===== config.mk =====
export PLATFORM = sky130hd
export DESIGN_NAME = bts_fifo
export DESIGN_NICKNAME = d
export VERILOG_FILES = /design/src/hw/rtl/bts_pkg.sv /design/src/hw/rtl/bts_fifo.sv
export SDC_FILE = /design/constraint.sdc
export NUM_CORES = 1
export LEC_CHECK = 0
export BUFFER_PORTS_ARGS = -buffer_cell sky130_fd_sc_hd__buf_2
export CAP_MARGIN = 10
export CELL_PAD_IN_SITES_DETAIL_PLACEMENT = 1
export CELL_PAD_IN_SITES_GLOBAL_PLACEMENT = 1
export CORE_AREA = 5 5 111 113
export CTS_BUF_LIST = sky130_fd_sc_hd__clkbuf_4 sky130_fd_sc_hd__clkbuf_8 sky130_fd_sc_hd__clkbuf_16
export DETAILED_ROUTE_END_ITERATION = 16
export DIE_AREA = 0 0 116 118
export HOLD_SLACK_MARGIN = 0.15
export PLACE_DENSITY = 0.67
export SLEW_MARGIN = 20
export SYNTH_ARGS = -nofsm -noshare
export SYNTH_HDL_FRONTEND = slang
export SYNTH_SLANG_ARGS = --single-unit

===== constraint.sdc =====
create_clock -name i_clk -period 3.55 [get_ports i_clk]
set_clock_uncertainty 0.15 [all_clocks]
set_input_delay 0.1775 -clock i_clk [delete_from_list [all_inputs] [get_ports i_clk]]
set_output_delay 0.1775 -clock i_clk [all_outputs]
set_load 0.01 [all_outputs]

===== src/hw/rtl/bts_pkg.sv =====
// ----------------------------------------------------------------------------
// bts_pkg - shared types and constants of the beat-tweened LED segment
// Item layouts, command queue entry and the back-end sequencer states.
// ----------------------------------------------------------------------------
package bts_pkg;

    localparam int VAL_W       = 16;  // Q0.16 position / size
    localparam int BEAT_W      = 24;  // Q16.8 beat
    localparam int FRAC_W      = 8;   // fraction bits of a beat
    localparam int SPAN_W      = 8;   // whole beats
    localparam int LEN_W       = SPAN_W + FRAC_W;
    localparam int PROD_W      = VAL_W + LEN_W;
    localparam int DIV_STEPS   = VAL_W;
    localparam int CNT_W       = $clog2(DIV_STEPS);
    localparam int FUNC_W      = 2;
    localparam int IDX_OUT_W   = 6;
    localparam int QUEUE_DEPTH = 2;

    localparam logic [FUNC_W-1:0] FUNC_TICK     = 2'd0;
    localparam logic [FUNC_W-1:0] FUNC_SET_POS  = 2'd1;
    localparam logic [FUNC_W-1:0] FUNC_SET_SIZE = 2'd2;

    typedef struct packed {
        logic [FUNC_W-1:0] func;
        logic [BEAT_W-1:0] beat;
        logic [VAL_W-1:0]  target;
        logic [SPAN_W-1:0] span_beats;
    } t_in_item;

    typedef struct packed {
        logic [IDX_OUT_W-1:0] led_index;
        logic                 lit;
        logic                 last;
    } t_out_item;

    typedef enum logic [1:0] {
        KIND_TICK     = 2'd0,
        KIND_SET_POS  = 2'd1,
        KIND_SET_SIZE = 2'd2
    } t_kind;

    // Queue entry: span already forced to at least one beat
    typedef struct packed {
        t_kind             kind;
        logic [BEAT_W-1:0] beat;
        logic [VAL_W-1:0]  target;
        logic [SPAN_W-1:0] span;
    } t_cmd;

    typedef enum logic [2:0] {
        ST_IDLE,
        ST_CMP,
        ST_PROD,
        ST_DIV,
        ST_FIN,
        ST_SCALE,
        ST_BOUND,
        ST_EMIT
    } t_state;

endpackage


===== src/hw/rtl/bts_fifo.sv =====
// ----------------------------------------------------------------------------
// bts_fifo - command queue
// Short queue between decode and execution.
// ----------------------------------------------------------------------------
module bts_fifo (
    input  logic          i_clk,
    input  logic          i_rst_n,
    input  logic          i_push,
    input  bts_pkg::t_cmd i_cmd,
    output logic          o_full,
    input  logic          i_pop,
    output logic          o_valid,
    output bts_pkg::t_cmd o_cmd
);
    import bts_pkg::*;

    localparam int PTR_W = $clog2(QUEUE_DEPTH);
    localparam int CNT_Q = $clog2(QUEUE_DEPTH + 1);

    t_cmd             r_mem [QUEUE_DEPTH];
    logic [PTR_W-1:0] r_wptr, r_rptr;
    logic [CNT_Q-1:0] r_count;
    logic             w_do_pop;

    assign o_full   = (r_count == CNT_Q'(QUEUE_DEPTH));
    assign o_valid  = (r_count != '0);
    assign o_cmd    = r_mem[r_rptr];
    assign w_do_pop = i_pop && o_valid;

    always_ff @(posedge i_clk) begin
        if (!i_rst_n) begin
            r_wptr  <= '0;
            r_rptr  <= '0;
            r_count <= '0;
        end else begin
            if (i_push) begin
                r_wptr <= r_wptr + PTR_W'(1);
            end
            if (w_do_pop) begin
                r_rptr <= r_rptr + PTR_W'(1);
            end
            if (i_push && !w_do_pop) begin
                r_count <= r_count + CNT_Q'(1);
            end else if (w_do_pop && !i_push) begin
                r_count <= r_count - CNT_Q'(1);
            end
        end
    end

    always_ff @(posedge i_clk) begin
        if (i_push) begin
            r_mem[r_wptr] <= i_cmd;
        end
    end

endmodule


### After elaboration in Yosys (flattened, before gate mapping)

Memory sizes are Yosys's and may differ from the RTL's. A register that Yosys moved wholly into a read port is not among the register bits.
Cells that the tools add are included.

| storage, ports and cells | value |
|---|---|
| register bits | 4 |
| bits in writable memories | 100 |
| bits of input ports | 54 |
| output and inout port bits | 52 |
| memories kept | 1 |

| operators by class | value |
|---|---|
| $add $sub $neg | 4 |
| equal/unequal tests | 1 |
| multiplexer cells | 6 |
| reduce and logical (&&, ||, !) cells | 7 |

Memories:

| name | words | width | read ports | clocked after memory_dff | wr ports | line | RTL |
|---|---|---|---|---|---|---|---|
| r_mem | 2 | 50 | 1 | 1 | 1 | bts_fifo.sv:20 | `t_cmd r_mem [QUEUE_DEPTH];` |

Operators by type and width:

| cell | count |
|---|---|
| $mux W1 | 4 |
| $mux W2 | 2 |
| $reduce_bool A2 Y1 | 2 |
| $logic_and A1 B1 Y1 | 3 |
| $add A1 B1 Y1 const B | 2 |
| $add A2 B1 Y2 const B | 1 |
| $eq A2 B2 Y1 const B | 1 |
| $logic_not A1 Y1 | 2 |
| $sub A2 B1 Y2 const B | 1 |

### Logic depth before layout (Yosys ltp)

| depth | value |
|---|---|
| depth after elaboration | 5 |
| gate-level depth with buffers | 5 |

### Worst setup path after synthesis

No wires, ideal clock.

| timing | value |
|---|---|
| path type | register to register |
| from | register r_wptr |
| to | memory r_mem[0][0] (netlist bit) (enable) |
| setup time | 0.465 ns |
| arrival time | 2.562 ns |
| required time | 2.935 ns |
| setup slack | 0.373 ns |
| stages on the path, launching flop included | 2 |
| clock period less this slack | 3.177 ns |
| cells stage by stage | dfxtp_1 > nor2b_1 |

RTL lines:

| what | line | RTL |
|---|---|---|
| start: declaration | bts_fifo.sv:21 | `logic [PTR_W-1:0] r_wptr, r_rptr;` |
| start signal: assignment | bts_fifo.sv:37 | `r_wptr <= r_wptr + PTR_W'(1);` |
| end: declaration | bts_fifo.sv:20 |  |

Straight into the memory's write port.

==> summary.txt <==
Final layout
  – Leading cell type in the layout, fill and taps excluded: buf_2
  – Nets@finish: 398
  – Most frequent cells in the layout: buf_2, edfxtp_1, dlygate4sd3_1, mux2_2, clkbuf_16
  – Antenna diodes: 0
  – Layout cells sized above 1: 50.00%
  – Fill cells: 1101
  – Syn-to-layout area delta: 40.57%

Worst setup path
  – Delay-heaviest family, CP: buffers and inverters
  – Crit path max-delay cell type: dfxtp_2
  – Crit path cell chain: buf_4 > mux2_2 > buf_2
  – Critical path required time: 3220 ps
  – RR Endpoint: r_wptr
  – Crit path largest cell delay: ~570 ps
  – Worst setup path category: reg2out
  – Worst r2r path cells: 4
  – Worst r2r src: r_wptr
  – Worst Path Arrival: 1990 ps
  – Critical Path Source Type: flop
  – CP Max Fanout: 36
  – CP endpoint kind: primary output
  – Critical path buffers and inverters: 2
  – Worst Setup EP: o_cmd[22]
  – Cell count along the critical path: 3
  – Reg2Reg Setup Slack: between 1000 and 1500 ps

CTS
  – Clk buf depth: 2
  – CTS tree: yes
  – Root Buffer: clkbuf_16
  – Clock Sinks: 105
  – Worst-path clk slew: ~70 ps
  – Post-CTS Setup Inserts: 0
  – CTS Buf Count: 9
  – Worst-Skew Late Latency: 340 ps
  – H-tree depth: 3

Route
  – Routed len/inst: 16.07 um
  – DRT Wirelength: 7889 um
  – DRT Pass-1 Iters: 4
  – DR vias/cell: 4.403
  – Vias: 2162
  – Drt first-iter violations: 58
  – Antenna Nets Post-Route: 0
  – Drt drc: 0

Yosys
  – Library cells used by synthesis: 17
  – Mapped Nets: ~230
  – Mean Syn Cell Area: ~21 um2
  – Yosys reg bits: between 100 and 150
  – Syn Inst Count: 178
  – Yosys warning total: 0
  – Post-synthesis sequential area ratio: about four fifths
  – Synthesized cell area: 0.003815 mm2

Worst hold path
  – Worst min path class: in2reg

GRT
  – Top Usage Layer GRT: met2
  – GR Overflow Total: 0
  – Vias in the first global route: between 2000 and 3000
  – M3 GR Usage: 2.982%
  – GR Util met1: 13.03%
  – GR Util All Layers: 12.05%
  – Largest net degree at the start of global routing: 37
  – First-pass GRT wire length: 12540 um
  – Initial antenna violation count: 0
  – GR Layer Usage met2: 22.16%

Die
  – Die W: 116 um
  – Io pins: 106
  – Die area: roughly 0.014 mm2
  – Site Rows: 39
  – DIE HEIGHT: 118 um
  – Initial core utilization: roughly a third
  – CORE AREA: between 0.01 and 0.015 mm2

STA
  – Setup violations, final: 0
  – Post-route worst setup slack: 1229 ps
  – Fmax: ~430 MHz
  – Slew Limit Headroom: 38.89%
  – Setup TNS: 0 ps
  – RSZ-0062 raised after global routing: no
  – Minimum clock period: 2321 ps
  – Final period util: about two thirds
  – Hold WS: 169.9 ps
  – Worst-Margin Slew: 916.6 ps
  – Slew Limit Fails: 0
  – Final hold violations: 0

Place
  – Port Buffer Count: 105
  – Routability cong.: 0.6511
  – Dpl ws: 1493 ps
  – HPWL Detailed: 4931 um

Power and ir drop
  – Int Power: 2.423 mW
  – Clock power frac: a little under a third
  – Leakage power: between 2 and 2.5 nW
  – Reg power frac: 46.4%
  – Peak supply drop: 0.0002630 V
  – Sw frac: 25.20%
  – Power Density: 603.9 mW/mm2
  – Combinational fraction of design power: 22.7%
  – Sw Pwr: a little over 0.8 mW

Outcome
  – Status: completed

Job
  – Max cap viols: 0
==> kinds of logic (layout without fill, tap and decap cells) <==
kind of cell | Yosys count | after routing | share of synthesized area (%)
xor+xnor | 3 | 3 | 0.6889
buf+inv | 6 | 176 | 0.7541
mux | 50 | 50 | 14.76
simple gates | 9 | 9 | 1.476
fa+ha+maj | 1 | 1 | 0.3279
flops | 105 | 105 | 81.34
compound gates | 4 | 4 | 0.6558
==> flip-flops by register name (all words and copies together) (netlist names), named ones only <==
| register | flops |
|---|---|
| r_wptr | 1 |
| r_count | 2 |
| r_mem | 100 |
| r_rptr | 1 |
==> Yosys cell counts <==
library cell,count,share of area (%)
edfxtp_1,100,79
mux2_2,46,14
buf_2,5,0.66
dfxtp_1,5,2.6
and2_1,4,0.66
mux2_1,4,1.2
nor2b_1,3,0.49
xnor2_1,2,0.46
a21boi_1,1,0.20
clkbuf_1,1,0.098
ha_1,1,0.33
o21a_1,1,0.20
o21ai_0,1,0.13
o21ai_1,1,0.13
or2_2,1,0.16
or3_1,1,0.16
xor2_1,1,0.23
==> power by group through the flow <==
stage	registers [mW]	clock network, mW	logic, mW
2_1_floorplan	1.50	0	0.471
3_3_place_gp	1.53	0	0.700
3_5_place_dp	1.54	0	0.707
4_1_cts	1.51	1.03	0.756
5_1_grt	1.52	1.08	0.801
6_report	1.50	0.999	0.736
==> through the flow <==
step	instance area, um2	utilization, %	total power, mW	std cells
detailed placement	4536	40.41	2.242	423
global route	5363	47.78	3.399	491
floorplan	3815	-	1.967	178
finish	5363	47.78	3.239	491
global placement	4536	40.41	2.229	423
CTS	5363	47.78	3.296	491
==> worst min path at each step <==
stage | startpoint | endpoint | slack (ps) | cells past startpoint
floorplan | i_cmd[0] | r_mem[0][0] | 130 | 0
global placement | i_cmd[44] | r_mem[0][44] | 220 | 1
detailed placement | i_cmd[15] | r_mem[0][15] | 220 | 1
CTS | i_pop | r_rptr | 170 | 4
global route | i_pop | r_rptr | 190 | 4
finish | i_pop | r_rptr | 170 | 4
==> layer usage <==
| metal | vias up | routed length [um] |
|---|---|---|
| li1 | 1022 | - |
| met1 | 1074 | 3092 |
| met2 | 59 | 4312 |
| met3 | 7 | 391 |
| met4 | 0 | 93 |
| met5 | - | 0 |
==> what timing repair did <==
action / 4_1_cts / 5_1_grt
endpoints found under the setup margin: 0 / 0
hold endpoints to repair: 105 / 0
resized for setup: 0 / 0
hold buffers: 52 / 0
==> worst reg2reg max path: cells and delay by family (launching register included) <==
kind | cells | cell delay, ps
AOI/OAI and AO/OA | 1 | 150
buffers and inverters | 2 | 840
DFF | 1 | 340
and+or+nand+nor | 1 | 640
==> area by class of cell <==
cell class | count | area, um2 | area share (%)
Sequential cell | 105 | 3104 | 57.89
Clock buffer | 12 | 254.0 | 4.736
Clock inverter | 4 | 52.55 | 0.9799
Timing Repair Buffer | 160 | 1081 | 20.16
Multi-Input combinational cell | 67 | 691.9 | 12.90
Tap cell | 143 | 178.9 | 3.336
No activity file was read; power rests on OpenSTA's default activity.
