===== config.mk =====
export PLATFORM = sky130hd
export DESIGN_NAME = bts_back_flat
export DESIGN_NICKNAME = d
export VERILOG_FILES = /design/src/hw/rtl/bts_pkg.sv /design/src/hw/rtl/bts_stream_if.sv /design/src/hw/rtl/bts_back.sv /design/src/flat_wrapper.sv
export SDC_FILE = /design/constraint.sdc
export NUM_CORES = 1
export LEC_CHECK = 0
export ABC_CLOCK_PERIOD_IN_PS = 5200
export BUFFER_PORTS_ARGS = -buffer_cell sky130_fd_sc_hd__buf_2
export CAP_MARGIN = 20
export CORE_MARGIN = 2
export CORE_UTILIZATION = 62
export CTS_BUF_LIST = sky130_fd_sc_hd__clkbuf_4
export DETAILED_ROUTE_END_ITERATION = 6
export PLACE_DENSITY = 0.89
export REMOVE_ABC_BUFFERS = 1
export SLEW_MARGIN = 10
export SYNTH_ARGS = -nofsm -noshare
export SYNTH_HDL_FRONTEND = slang
export SYNTH_SLANG_ARGS = --single-unit

===== constraint.sdc =====
create_clock -name i_clk -period 5.2 [get_ports i_clk]
set_clock_uncertainty 0.2 [all_clocks]
set_input_delay 0.52 -clock i_clk [delete_from_list [all_inputs] [get_ports i_clk]]
set_output_delay 0.52 -clock i_clk [all_outputs]
set_load 0.01 [all_outputs]

===== src/hw/rtl/bts_pkg.sv =====
// ----------------------------------------------------------------------------
// bts_pkg - shared types and constants of the beat-tweened LED segment
// Item layouts, command queue entry and the back-end sequencer states.
// ----------------------------------------------------------------------------
package bts_pkg;

    localparam int VAL_W       = 16;  // Q0.16 position / size
    localparam int BEAT_W      = 24;  // Q16.8 beat
    localparam int FRAC_W      = 8;   // fraction bits of a beat
    localparam int SPAN_W      = 8;   // whole beats
    localparam int LEN_W       = SPAN_W + FRAC_W;
    localparam int PROD_W      = VAL_W + LEN_W;
    localparam int DIV_STEPS   = VAL_W;
    localparam int CNT_W       = $clog2(DIV_STEPS);
    localparam int FUNC_W      = 2;
    localparam int IDX_OUT_W   = 6;
    localparam int QUEUE_DEPTH = 2;

    localparam logic [FUNC_W-1:0] FUNC_TICK     = 2'd0;
    localparam logic [FUNC_W-1:0] FUNC_SET_POS  = 2'd1;
    localparam logic [FUNC_W-1:0] FUNC_SET_SIZE = 2'd2;

    typedef struct packed {
        logic [FUNC_W-1:0] func;
        logic [BEAT_W-1:0] beat;
        logic [VAL_W-1:0]  target;
        logic [SPAN_W-1:0] span_beats;
    } t_in_item;

    typedef struct packed {
        logic [IDX_OUT_W-1:0] led_index;
        logic                 lit;
        logic                 last;
    } t_out_item;

    typedef enum logic [1:0] {
        KIND_TICK     = 2'd0,
        KIND_SET_POS  = 2'd1,
        KIND_SET_SIZE = 2'd2
    } t_kind;

    // Queue entry: span already forced to at least one beat
    typedef struct packed {
        t_kind             kind;
        logic [BEAT_W-1:0] beat;
        logic [VAL_W-1:0]  target;
        logic [SPAN_W-1:0] span;
    } t_cmd;

    typedef enum logic [2:0] {
        ST_IDLE,
        ST_CMP,
        ST_PROD,
        ST_DIV,
        ST_FIN,
        ST_SCALE,
        ST_BOUND,
        ST_EMIT
    } t_state;

endpackage


===== src/hw/rtl/bts_stream_if.sv =====
// ----------------------------------------------------------------------------
// bts_stream_if - valid/ready stream channel
// Carries one payload of type T per transfer.
// ----------------------------------------------------------------------------
interface bts_stream_if #(
    parameter type T = logic
) ();
    logic valid;
    logic ready;
    T     data;

    modport source (output valid, output data, input ready);
    modport sink   (input valid, input data, output ready);
endinterface


===== src/hw/rtl/bts_back.sv =====
// ----------------------------------------------------------------------------
// bts_back - tween engine and pixel emitter
// Apply set commands, interpolate position and size on a tick through one
// shared multiply / serial divide unit, then stream one result per LED.
// ----------------------------------------------------------------------------
module bts_back #(
    parameter int LED_COUNT = 64
) (
    input  logic          i_clk,
    input  logic          i_rst_n,
    input  logic          i_q_valid,
    input  bts_pkg::t_cmd i_q_cmd,
    output logic          o_q_pop,
    bts_stream_if.source  o_out
);
    import bts_pkg::*;

    localparam int IDX_W = $clog2(LED_COUNT);
    localparam int BW    = IDX_W + 2;
    localparam int SC_W  = VAL_W + IDX_W;

    // Tween state, position and size
    logic [VAL_W-1:0]  r_pos_start, r_pos_dest, r_pos_now;
    logic [BEAT_W-1:0] r_pos_begin;
    logic [SPAN_W-1:0] r_pos_span;
    logic [VAL_W-1:0]  r_size_start, r_size_dest, r_size_now;
    logic [BEAT_W-1:0] r_size_begin;
    logic [SPAN_W-1:0] r_size_span;
    logic [VAL_W-1:0]  n_pos_start, n_pos_dest, n_pos_now;
    logic [BEAT_W-1:0] n_pos_begin;
    logic [SPAN_W-1:0] n_pos_span;
    logic [VAL_W-1:0]  n_size_start, n_size_dest, n_size_now;
    logic [BEAT_W-1:0] n_size_begin;
    logic [SPAN_W-1:0] n_size_span;

    t_state            r_state, n_state;
    logic              r_out_valid, n_out_valid;
    t_out_item         r_out, n_out;

    // Scratch
    logic              r_sel, n_sel;
    logic [BEAT_W-1:0] r_beat, n_beat;
    logic [LEN_W-1:0]  r_e, n_e;
    logic [VAL_W-1:0]  r_dist, n_dist;
    logic              r_up, n_up;
    logic [LEN_W-1:0]  r_len, n_len;
    logic [VAL_W-1:0]  r_rem, n_rem;
    logic [VAL_W-1:0]  r_lo, n_lo;
    logic [CNT_W-1:0]  r_cnt, n_cnt;
    logic [IDX_W-1:0]  r_lp, n_lp, r_ls, n_ls;
    logic signed [BW-1:0] r_lower, n_lower, r_upper, n_upper;
    logic [IDX_W-1:0]  r_idx, n_idx;

    // Selected channel
    logic [VAL_W-1:0]  w_start, w_dest;
    logic [BEAT_W-1:0] w_begin;
    logic [SPAN_W-1:0] w_span;
    logic [LEN_W-1:0]  w_len;
    logic [BEAT_W:0]   w_end;
    logic [PROD_W-1:0] w_prod;
    logic [VAL_W:0]    w_trial;
    logic              w_qbit;
    logic [SC_W-1:0]   w_sc_pos, w_sc_size;
    logic [IDX_W:0]    w_half_up;
    logic              w_now_we, w_chan_done, w_take;
    logic [VAL_W-1:0]  w_now_val;
    logic signed [BW-1:0] w_i;

    assign w_start = r_sel ? r_size_start : r_pos_start;
    assign w_dest  = r_sel ? r_size_dest  : r_pos_dest;
    assign w_begin = r_sel ? r_size_begin : r_pos_begin;
    assign w_span  = r_sel ? r_size_span  : r_pos_span;
    assign w_len   = {w_span, {FRAC_W{1'b0}}};
    assign w_end   = {1'b0, w_begin} + (BEAT_W + 1)'(w_len);

    assign w_prod    = PROD_W'(r_dist) * PROD_W'(r_e);
    assign w_trial   = {r_rem, r_lo[VAL_W-1]};
    assign w_qbit    = (w_trial >= {1'b0, r_len});
    assign w_sc_pos  = SC_W'(LED_COUNT - 1) * SC_W'(r_pos_now);
    assign w_sc_size = SC_W'(LED_COUNT - 1) * SC_W'(r_size_now);
    assign w_half_up = ({1'b0, r_ls} + (IDX_W + 1)'(1)) >> 1;
    assign w_i       = $signed({2'b00, r_idx});
    assign w_take    = !r_out_valid || o_out.ready;

    assign o_out.valid = r_out_valid;
    assign o_out.data  = r_out;

    always_comb begin
        n_state      = r_state;
        n_pos_start  = r_pos_start;
        n_pos_dest   = r_pos_dest;
        n_pos_now    = r_pos_now;
        n_pos_begin  = r_pos_begin;
        n_pos_span   = r_pos_span;
        n_size_start = r_size_start;
        n_size_dest  = r_size_dest;
        n_size_now   = r_size_now;
        n_size_begin = r_size_begin;
        n_size_span  = r_size_span;
        n_out_valid  = r_out_valid && !o_out.ready;
        n_out        = r_out;
        n_sel        = r_sel;
        n_beat       = r_beat;
        n_e          = r_e;
        n_dist       = r_dist;
        n_up         = r_up;
        n_len        = r_len;
        n_rem        = r_rem;
        n_lo         = r_lo;
        n_cnt        = r_cnt;
        n_lp         = r_lp;
        n_ls         = r_ls;
        n_lower      = r_lower;
        n_upper      = r_upper;
        n_idx        = r_idx;
        o_q_pop      = 1'b0;
        w_now_we     = 1'b0;
        w_now_val    = w_start;
        w_chan_done  = 1'b0;

        unique case (r_state)
            ST_IDLE: begin
                if (i_q_valid) begin
                    o_q_pop = 1'b1;
                    unique case (i_q_cmd.kind)
                        KIND_SET_POS: begin
                            n_pos_start = r_pos_now;
                            n_pos_dest  = i_q_cmd.target;
                            n_pos_begin = i_q_cmd.beat;
                            n_pos_span  = i_q_cmd.span;
                        end
                        KIND_SET_SIZE: begin
                            n_size_start = r_size_now;
                            n_size_dest  = i_q_cmd.target;
                            n_size_begin = i_q_cmd.beat;
                            n_size_span  = i_q_cmd.span;
                        end
                        KIND_TICK: begin
                            n_beat  = i_q_cmd.beat;
                            n_sel   = 1'b0;
                            n_state = ST_CMP;
                        end
                        default: ;
                    endcase
                end
            end
            ST_CMP: begin
                priority if ({1'b0, r_beat} > w_end) begin
                    w_now_we    = 1'b1;
                    w_now_val   = w_dest;
                    w_chan_done = 1'b1;
                end else if (r_beat < w_begin) begin
                    w_now_we    = 1'b1;
                    w_now_val   = w_start;
                    w_chan_done = 1'b1;
                end else begin
                    n_e     = LEN_W'(r_beat - w_begin);
                    n_up    = (w_dest >= w_start);
                    n_dist  = (w_dest >= w_start) ? (w_dest - w_start) : (w_start - w_dest);
                    n_len   = w_len;
                    n_state = ST_PROD;
                end
            end
            ST_PROD: begin
                n_rem   = w_prod[PROD_W-1:VAL_W];
                n_lo    = w_prod[VAL_W-1:0];
                n_cnt   = '0;
                n_state = ST_DIV;
            end
            ST_DIV: begin
                n_rem = w_qbit ? VAL_W'(w_trial - {1'b0, r_len}) : w_trial[VAL_W-1:0];
                n_lo  = {r_lo[VAL_W-2:0], w_qbit};
                n_cnt = r_cnt + CNT_W'(1);
                if (r_cnt == CNT_W'(DIV_STEPS - 1)) begin
                    n_state = ST_FIN;
                end
            end
            ST_FIN: begin
                w_now_we    = 1'b1;
                w_now_val   = r_up ? (w_start + r_lo) : (w_start - r_lo);
                w_chan_done = 1'b1;
            end
            ST_SCALE: begin
                n_lp    = w_sc_pos[SC_W-1:VAL_W];
                n_ls    = w_sc_size[SC_W-1:VAL_W];
                n_state = ST_BOUND;
            end
            ST_BOUND: begin
                n_lower = $signed(BW'(r_lp)) - $signed(BW'(w_half_up));
                n_upper = $signed(BW'(r_lp)) + $signed(BW'(r_ls >> 1));
                n_idx   = '0;
                n_state = ST_EMIT;
            end
            ST_EMIT: begin
                if (w_take) begin
                    n_out_valid     = 1'b1;
                    n_out.led_index = IDX_OUT_W'(r_idx);
                    n_out.lit       = (w_i >= r_lower) && (w_i <= r_upper);
                    n_out.last      = (r_idx == IDX_W'(LED_COUNT - 1));
                    if (r_idx == IDX_W'(LED_COUNT - 1)) begin
                        n_state = ST_IDLE;
                    end else begin
                        n_idx = r_idx + IDX_W'(1);
                    end
                end
            end
            default: n_state = ST_IDLE;
        endcase

        if (w_now_we) begin
            if (r_sel) begin
                n_size_now = w_now_val;
            end else begin
                n_pos_now = w_now_val;
            end
        end
        // Position first, then size, then scale
        if (w_chan_done) begin
            if (r_sel) begin
                n_state = ST_SCALE;
            end else begin
                n_sel   = 1'b1;
                n_state = ST_CMP;
            end
        end
    end

    always_ff @(posedge i_clk) begin
        if (!i_rst_n) begin
            r_state      <= ST_IDLE;
            r_out_valid  <= 1'b0;
            r_pos_start  <= '0;
            r_pos_dest   <= '0;
            r_pos_now    <= '0;
            r_pos_begin  <= '0;
            r_pos_span   <= SPAN_W'(1);
            r_size_start <= '0;
            r_size_dest  <= '0;
            r_size_now   <= '0;
            r_size_begin <= '0;
            r_size_span  <= SPAN_W'(1);
        end else begin
            r_state      <= n_state;
            r_out_valid  <= n_out_valid;
            r_pos_start  <= n_pos_start;
            r_pos_dest   <= n_pos_dest;
            r_pos_now    <= n_pos_now;
            r_pos_begin  <= n_pos_begin;
            r_pos_span   <= n_pos_span;
            r_size_start <= n_size_start;
            r_size_dest  <= n_size_dest;
            r_size_now   <= n_size_now;
            r_size_begin <= n_size_begin;
            r_size_span  <= n_size_span;
        end
    end

    always_ff @(posedge i_clk) begin
        r_out   <= n_out;
        r_sel   <= n_sel;
        r_beat  <= n_beat;
        r_e     <= n_e;
        r_dist  <= n_dist;
        r_up    <= n_up;
        r_len   <= n_len;
        r_rem   <= n_rem;
        r_lo    <= n_lo;
        r_cnt   <= n_cnt;
        r_lp    <= n_lp;
        r_ls    <= n_ls;
        r_lower <= n_lower;
        r_upper <= n_upper;
        r_idx   <= n_idx;
    end

endmodule


===== src/flat_wrapper.sv =====
// flat-port wrapper written by rule: the top's interface ports become plain ports
module bts_back_flat import bts_pkg::*;
#(
    parameter int LED_COUNT = 64
)
  (i_clk, i_rst_n, i_q_valid, i_q_cmd, o_q_pop, o_out_valid, o_out_data, o_out_ready);
  bts_stream_if o_out_i ();
  input  logic i_clk;
  input  logic i_rst_n;
  input  logic i_q_valid;
  input  bts_pkg::t_cmd i_q_cmd;
  output logic o_q_pop;
  output wire logic [$bits(o_out_i.valid)-1:0] o_out_valid;
  output wire logic [$bits(o_out_i.data)-1:0] o_out_data;
  input wire logic [$bits(o_out_i.ready)-1:0] o_out_ready;
  assign o_out_valid = o_out_i.valid;
  assign o_out_data = o_out_i.data;
  assign o_out_i.ready = o_out_ready;
  bts_back #(.LED_COUNT(LED_COUNT)) u_core (.i_clk(i_clk), .i_rst_n(i_rst_n), .i_q_valid(i_q_valid), .i_q_cmd(i_q_cmd), .o_q_pop(o_q_pop), .o_out(o_out_i));
endmodule

* Word level (Yosys, flattened, before mapping) *
Cells that the tools add are included.

operators by class
  add/sub/neg operators = 3
  $lt $le $gt $ge = 2
  equality and inequality tests = 20
  mux-type cells = 28
  reductions and logical operators = 15

operators with widths
  operator             number
  $mux 3               9
  $add 24x16->25       1
  $gt 24x25->1         1
  $lt 24x24->1         1
  $mux 24              1
  $pmux 3 s7           1
  $eq 3x3->1 const B   4
  $mux 6               2
  $ne 3x1->1 const B   4
  $pmux 6 s2           1
  $reduce_and 3->1     4
  $mux 1               11
  $ne 3x2->1 const B   3
  $mux 8               1
  $pmux 4 s2           1
  $reduce_and 8->1     1
  $reduce_bool 8->1    1
  $add 6x1->6 const B  1
  $eq 3x2->1 const B   2
  $eq 6x6->1 const B   1
  $add 4x1->4 const B  1
  $eq 4x4->1 const B   1
  $reduce_bool 2->1    2
  $eq 3x1->1 const B   1
  11 further kinds     12

word-level totals
  register bits after elaboration = 104
  input bits = 54

* Longest topological paths before layout *
Gate-level depths: netlist (run 1).

  depth after elaboration = 7
  gate-level depth with buffers = 19
  depth with buffers taken out = 16

* Least setup slack after synthesis (run 1) *
Ideal clock, no wire load.

  path type = register to register
  start = register u_core.r_sel
  end = register u_core.r_state[0]
  setup time = 0.120 ns
  arrival time = 4.459 ns
  required time = 4.880 ns
  path slack = 0.422 ns
  cell stages (with the launch flop) = 20
  buffers on the path = 3
  cells stage by stage = dfxtp_1 buf_6 buf_12 clkbuf_1 mux2i_1 inv_1 ha_1 a21o_1 a21o_1 a2111oi_0 o31ai_1 nand4_1 xnor2_1 ha_1 nand4_1 or4_1 nor4_1 a211o_1 a22oi_1 o31a_1

between the ends
  cells in the longest elaborated chain, start to end = 7
  elaborated cells on any way between the ends = 18
  those cells by class = 1 x add/sub; 2 x order compare; 7 x eq/ne; 6 x mux; 2 x reduce/logical

ends and longest elaborated chain
  element                                                    line                             text
  from (decl)                                                bts_back.sv:41                   logic r_sel, n_sel;
  from (signal assigned)                                     bts_back.sv:260                  r_sel <= n_sel;
  $mux 24 or $mux 8 (tied branches)                          bts_back.sv:71, bts_back.sv:72
  $add 24x16->25 or $lt 24x24->1 (tied branches)             bts_back.sv:74, bts_back.sv:152
  $gt 24x25->1 or $mux 1 (tied branches)                     --
  $mux 1                                                     bts_back.sv:148                  priority if ({1'b0, r_beat} > w_end) begin
  $pmux 1 s2                                                 bts_back.sv:121                  unique case (r_state)
  $reduce_bool 8->1 (no line), or another cell as far along  --
  $reduce_and 8->1 (no line)                                 --
  to (signal assigned)                                       bts_back.sv:243                  r_state <= n_state;
  to (decl)                                                  bts_back.sv:36                   t_state r_state, n_state;

Parallel ways exist; a longest one is shown, timed or not.
A chain may end at the register's enable or synchronous reset.

* Worst setup path in the final report (run 1) *
Same ends and word-level chain as after synthesis.

==> metrics, run 1 <==
min Tclk post-route 4.97 ns; CTS buffer count 9; Root Buffer clkbuf_4; H-Tree Depth 3; nets 748; Pwr Density 322 nW/um2; initial antenna violation count 0; slew margin rel. 35.5%; CP startpoint kind flip-flop; DRT Wirelength 12300 um; total grt overflow 0; layout cells sized above 1 13.3%; distinct cell type count after synthesis 62; antenna viol nets, final 0; Critical Path RT 5.37 ns; Setup Viol. Count Final 0; setup ws final 0.228 ns; Crit path arrival time 5.14 ns; Initial Util 63.1%; hpwl dp 8680 um; flops & latches, synth 104; peak supply drop 0.182 mV; Residual DRC 0; post-CTS setup buffers 0; wire length of the first global-routing pass 20500 um; final RePlAce weighted congestion 0.853; total power draw 0.00199 W; Post-synth top cells nand2_1, dfxtp_1, a21boi_1; vias post-DR 4494; run status completed; drt wl/cell 16.3 um; Global Route met2 Usage 48.5%; latest clock arrival within the worst-skew pair 0.47 ns; ranking of synthesized cells by area dfxtp_1, edfxtp_1, ha_1, nand2_1, a21boi_1; via/cell ratio 5.92; Syn. warnings 0; Hold-fix buffers, CTS 0; pre-CTS WS 0.337 ns; cell with the most instances after synthesis nand2_1; Cell Area, Synth 5770 um2; Total GRT Usage 25.7%; Setup CP Type reg -> reg; Die ar. 10100 um2; DRT iter0 DRCs 245; CP max FO 7; setup_tns 0 ns; largest net degree at the start of global routing 70; fin crit share 95.6%; Die Width 100 um; Post-synth EDFFs 35; busiest grt layer met2; I/O pin count 57; Mapped Avg Cell Area 9.43 um2; Worst-Margin Slew 0.968 ns; Leakage 2.50 nW; register area share after synthesis 42.1%; Yosys top cell by area dfxtp_1; worst min-delay path category in -> reg; grt met1 use 28.4%; Crit. End Element flip-flop; # diodes 0; drt pass-1 iters 4; Final Hold Vio Count 0; number of global-route vias before repair 4580; Die Y 100 um; met3 usage in global routing 5.27%; CTS tree done; PortBufs 40; ys async rst share 0%; cells after synthesis 612; FP Rows 35; Clock Pin Slew Worst Setup and Hold Paths 0.16 ns; RSZ-0062 raised after global routing no; Fmax achieved 201 MHz; Final Max Tran Viols 0; Final Cell Area 6170 um2; area delta synth->final 6.94%; MaxCap Viol Count 0; CTS sink count 104; Synth Flop Type dfxtp_1; Max clock buf depth 2; core area 9150 um2; placed cell area 6030 um2; Synth top area share 23.9%; # resized after CTS 0
[routing by layer]
layer | vias to the layer above | share of wire, %
met5 | - | 0
met4 | 0 | 1.5
met3 | 19 | 5.1
met2 | 111 | 53
met1 | 2148 | 40
li1 | 2216 | -
[kinds of logic (layout without fill, tap and decap cells)]
kind of cell    after synthesis  after routing  share of synthesized area, %
compound gates              133            133                          16.1
buf+inv                      45             81                          3.84
xor+xnor                     20             20                          3.03
flops                       104            104                          42.1
fa+ha+maj                    51             51                          11.2
simple gates                226            226                          17.4
mux                          33             33                          6.24
[area by class of cell]
type	count	area [um2]
tap	111	139
fill	702	2980
multi-input combinational	463	3130
inverter	17	63.8
clock buffer	9	67.6
clock inverter	7	78.8
timing repair buffer	48	260
sequential	104	2430
[power by group]
| group | switching [W] | internal [W] |
|---|---|---|
| logic | 0.000315 | 0.000238 |
| registers | 0.0000753 | 0.000926 |
| clock network | 0.000281 | 0.000152 |
[critical path, cell delays in order (launching register included)]
cell and delay (ns):
dfxtp_2 0.48, mux2i_1 0.30, inv_1 0.12, ha_1 0.31, a21o_1 0.16, a21o_1 0.22
a2111oi_0 0.67, o31ai_1 0.19, buf_4 0.19, nand3b_1 0.11, xnor2_1 0.09, ha_1 0.31
nand4_1 0.15, or4_1 0.56, nor4_1 0.24, a211o_1 0.17, a22oi_1 0.11, o31a_1 0.30
[flip-flops by register name (all words and copies together) (netlist names)]
signal               flops
u_core.o_out.data        1
u_core.o_out.valid       1
u_core.r_beat           24
u_core.r_cnt             4
u_core.r_idx             6
u_core.r_pos_begin      24
u_core.r_pos_span        8
u_core.r_sel             1
u_core.r_size_begin     24
u_core.r_size_span       8
u_core.r_state           3
[layout by cell type, fill, tap and decap left out, types with 4 or more instances in the layout]
master / count
dfxtp_1: 68
ha_1: 50
nand2_1: 148
edfxtp_1: 35
a21oi_1: 26
nor2_1: 24
buf_4: 8
nand4_1: 8
nand3_1: 16
a21boi_1: 62
buf_2: 40
a21o_1: 4
o21ai_0: 11
clkbuf_4: 9
and3_1: 4
xnor2_1: 13
xor2_1: 7
mux2_2: 11
mux2i_1: 20
inv_1: 17
[stage by stage]
stage,util (%),hold slack (ns),instances
2_1_floorplan,-,0.232,584
3_3_place_gp,65.8,0.239,743
3_5_place_dp,65.8,0.246,743
4_1_cts,67.4,0.0271,759
5_1_grt,67.4,0.0169,759
6_report,67.4,0.0430,759
[path summary, 6_finish.rpt]
kind | startpoint | to | slack (ns) | cells after the start
worst max-delay path | u_core.r_sel | u_core.r_state[0] | 0.23 | 17
worst min-delay path | i_q_cmd[38] | u_core.r_beat[14] | 0.04 | 1
worst max register to register | u_core.r_sel | u_core.r_state[0] | 0.23 | 17
worst min register to register | u_core.r_pos_begin[11] | u_core.r_pos_begin[11] | 0.26 | 2
No activity file was read; power rests on OpenSTA's default activity.
==> inputs of run 2 (changes only) <==
==> constraint.sdc (replaced) <==
create_clock -name i_clk -period 5.2 [get_ports i_clk]
set_clock_uncertainty 0.2 [all_clocks]
set_input_delay 0.78 -clock i_clk [delete_from_list [all_inputs] [get_ports i_clk]]
set_output_delay 0.78 -clock i_clk [all_outputs]
set_load 0.01 [all_outputs]
==> run 2 against run 1 <==
Effect of this change:
- via count grew 1.7%
- die area is the same
- wire length grew 0.86%
- count of clock-buffer cells in the layout grew 1
- final cell count is the same
- critical path type unchanged
==> metrics, run 2 (synthesis results as in run 1) <==
Root Buffer clkbuf_4; CTS sink count 104; core area 9150 um2; drt pass-1 iters 4; Clock power frac 22.7%; RSZ-0062 raised after global routing no; FILL cells 725; latest clock arrival within the worst-skew pair 0.44 ns; Hold-fix buffers, CTS 0; fin cells 759; CP max-delay cell a2111oi_0; run status completed; layout cells sized above 1 13.0%; # diodes 0; largest registers u_core.r_beat x24, u_core.r_pos_begin x24, u_core.r_size_begin x24; Crit path arrival time 5.02 ns; sw frac 32.5%; Worst-Margin Slew 0.965 ns; # resized after CTS 0; combinational power share 27.6%; Die Width 100 um; CP max FO 7; antenna viol nets, final 0; Setup CP Type reg -> reg; total grt overflow 0; CP startpoint kind flip-flop; Leakage 2.50 nW; worst min-delay path category reg -> reg; pre-CTS WS 0.387 ns; Setup Viol. Count Final 0; peak supply drop 0.222 mV; post-CTS setup buffers 0; CTS tree done; number of global-route vias before repair 4746; setup_tns 0 ns; FP Rows 35; I/O pin count 57; hpwl dp 8700 um; area delta synth->final 7.15%; slew margin rel. 35.6%; commonest non-fill, non-tap cells in the layout nand2_1, dfxtp_1, a21boi_1, ha_1, buf_2; Max clock buf depth 2; CTS buffer count 9; Int Pwr 0.00136 W; Final Cell Area 6180 um2; Fmax achieved 206 MHz; Final Max Tran Viols 0; DRT Wirelength 12500 um; Initial Util 63.1%; wire length of the first global-routing pass 21300 um; Crit. End Element flip-flop; MaxCap Viol Count 0; nets 748; Residual DRC 0; initial antenna violation count 0; Critical Path RT 5.36 ns; DRT iter0 DRCs 276; Total GRT Usage 26.5%; vias post-DR 4572; fin crit share 93.4%; Placed Cells 743; setup ws final 0.342 ns; fin util 67.6%; Final Hold Vio Count 0; area occupied by registers 2430 um2; via/cell ratio 6.02; leading cell type in the layout, fill and taps excluded nand2_1; CP peak stage delay 0.64 ns; Seq pwr share 49.7%; CP delay by family, top compound AO/OA/AOI/OAI gates; footprint of the multi-input gates 3130 um2; net switching power of the design 0.000655 W; cell chain of the critical path mux2i_1, inv_1, ha_1, a21o_1, a21o_1, a2111oi_0, o31ai_1, buf_4, nand4_1, xnor2_1, ha_1, nand4_1, or4_1, nor4_1, a211o_1, a22oi_1, o31a_1; placed cell area 6030 um2; drt wl/cell 16.4 um; Clock Pin Slew Worst Setup and Hold Paths 0.15 ns; min Tclk post-route 4.86 ns; H-Tree Depth 3; Die ar. 10100 um2; PortBufs 40; final RePlAce weighted congestion 0.867; Pwr Density 326 nW/um2; largest net degree at the start of global routing 70; buffers plus inverters on the worst setup path 2; Die Y 100 um
## run 2: final cells by class
class / instances / share of cell area (%)
Sequential cell: 104 / 39.3
Multi-Input combinational cell: 463 / 50.6
Timing Repair Buffer: 48 / 4.21
Clock inverter: 6 / 1.36
Inverter: 17 / 1.03
Tap cell: 111 / 2.25
Clock buffer: 10 / 1.21
## run 2: final timing paths
check	slack, ns	cells after the start	start	end
worst max-delay path	0.34	17	u_core.r_sel	u_core.r_state[0]
worst min-delay path	0.26	2	u_core.r_pos_span[6]	u_core.r_pos_span[6]
worst max register to register	0.34	17	u_core.r_sel	u_core.r_state[0]
worst min register to register	0.26	2	u_core.r_pos_span[6]	u_core.r_pos_span[6]
## run 2: worst register-to-register path, stage by stage, from the launching register on
cell	delay [ns]
dfxtp_2	0.47
mux2i_1	0.29
inv_1	0.12
ha_1	0.31
a21o_1	0.15
a21o_1	0.22
a2111oi_0	0.64
o31ai_1	0.17
buf_4	0.18
nand4_1	0.10
xnor2_1	0.08
ha_1	0.31
nand4_1	0.17
or4_1	0.56
nor4_1	0.22
a211o_1	0.16
a22oi_1	0.11
o31a_1	0.29
## run 2: metrics by stage
step,power (W),hold slack [ns]
6_report,0.00202,0.262
5_1_grt,0.00213,0.280
4_1_cts,0.00202,0.263
3_5_place_dp,0.00157,0.245
3_3_place_gp,0.00153,0.239
2_1_floorplan,0.00139,0.232
## run 2: layer usage
layer,GRT usage [%],part of all wire (%),wire length (um)
met4,12.0,3.2,393
met2,49.2,52,6510
met3,4.99,3.9,484
met1,29.3,41,5060
met5,0,0,0
## run 2: power by group through the flow
stage	clock, W	combinational (W)	sequential [W]
2_1_floorplan	0	0.000368	0.00102
3_3_place_gp	0	0.000521	0.00101
3_5_place_dp	0	0.000549	0.00102
4_1_cts	0.000464	0.000554	0.00100
5_1_grt	0.000498	0.000618	0.00101
6_report	0.000458	0.000556	0.00100
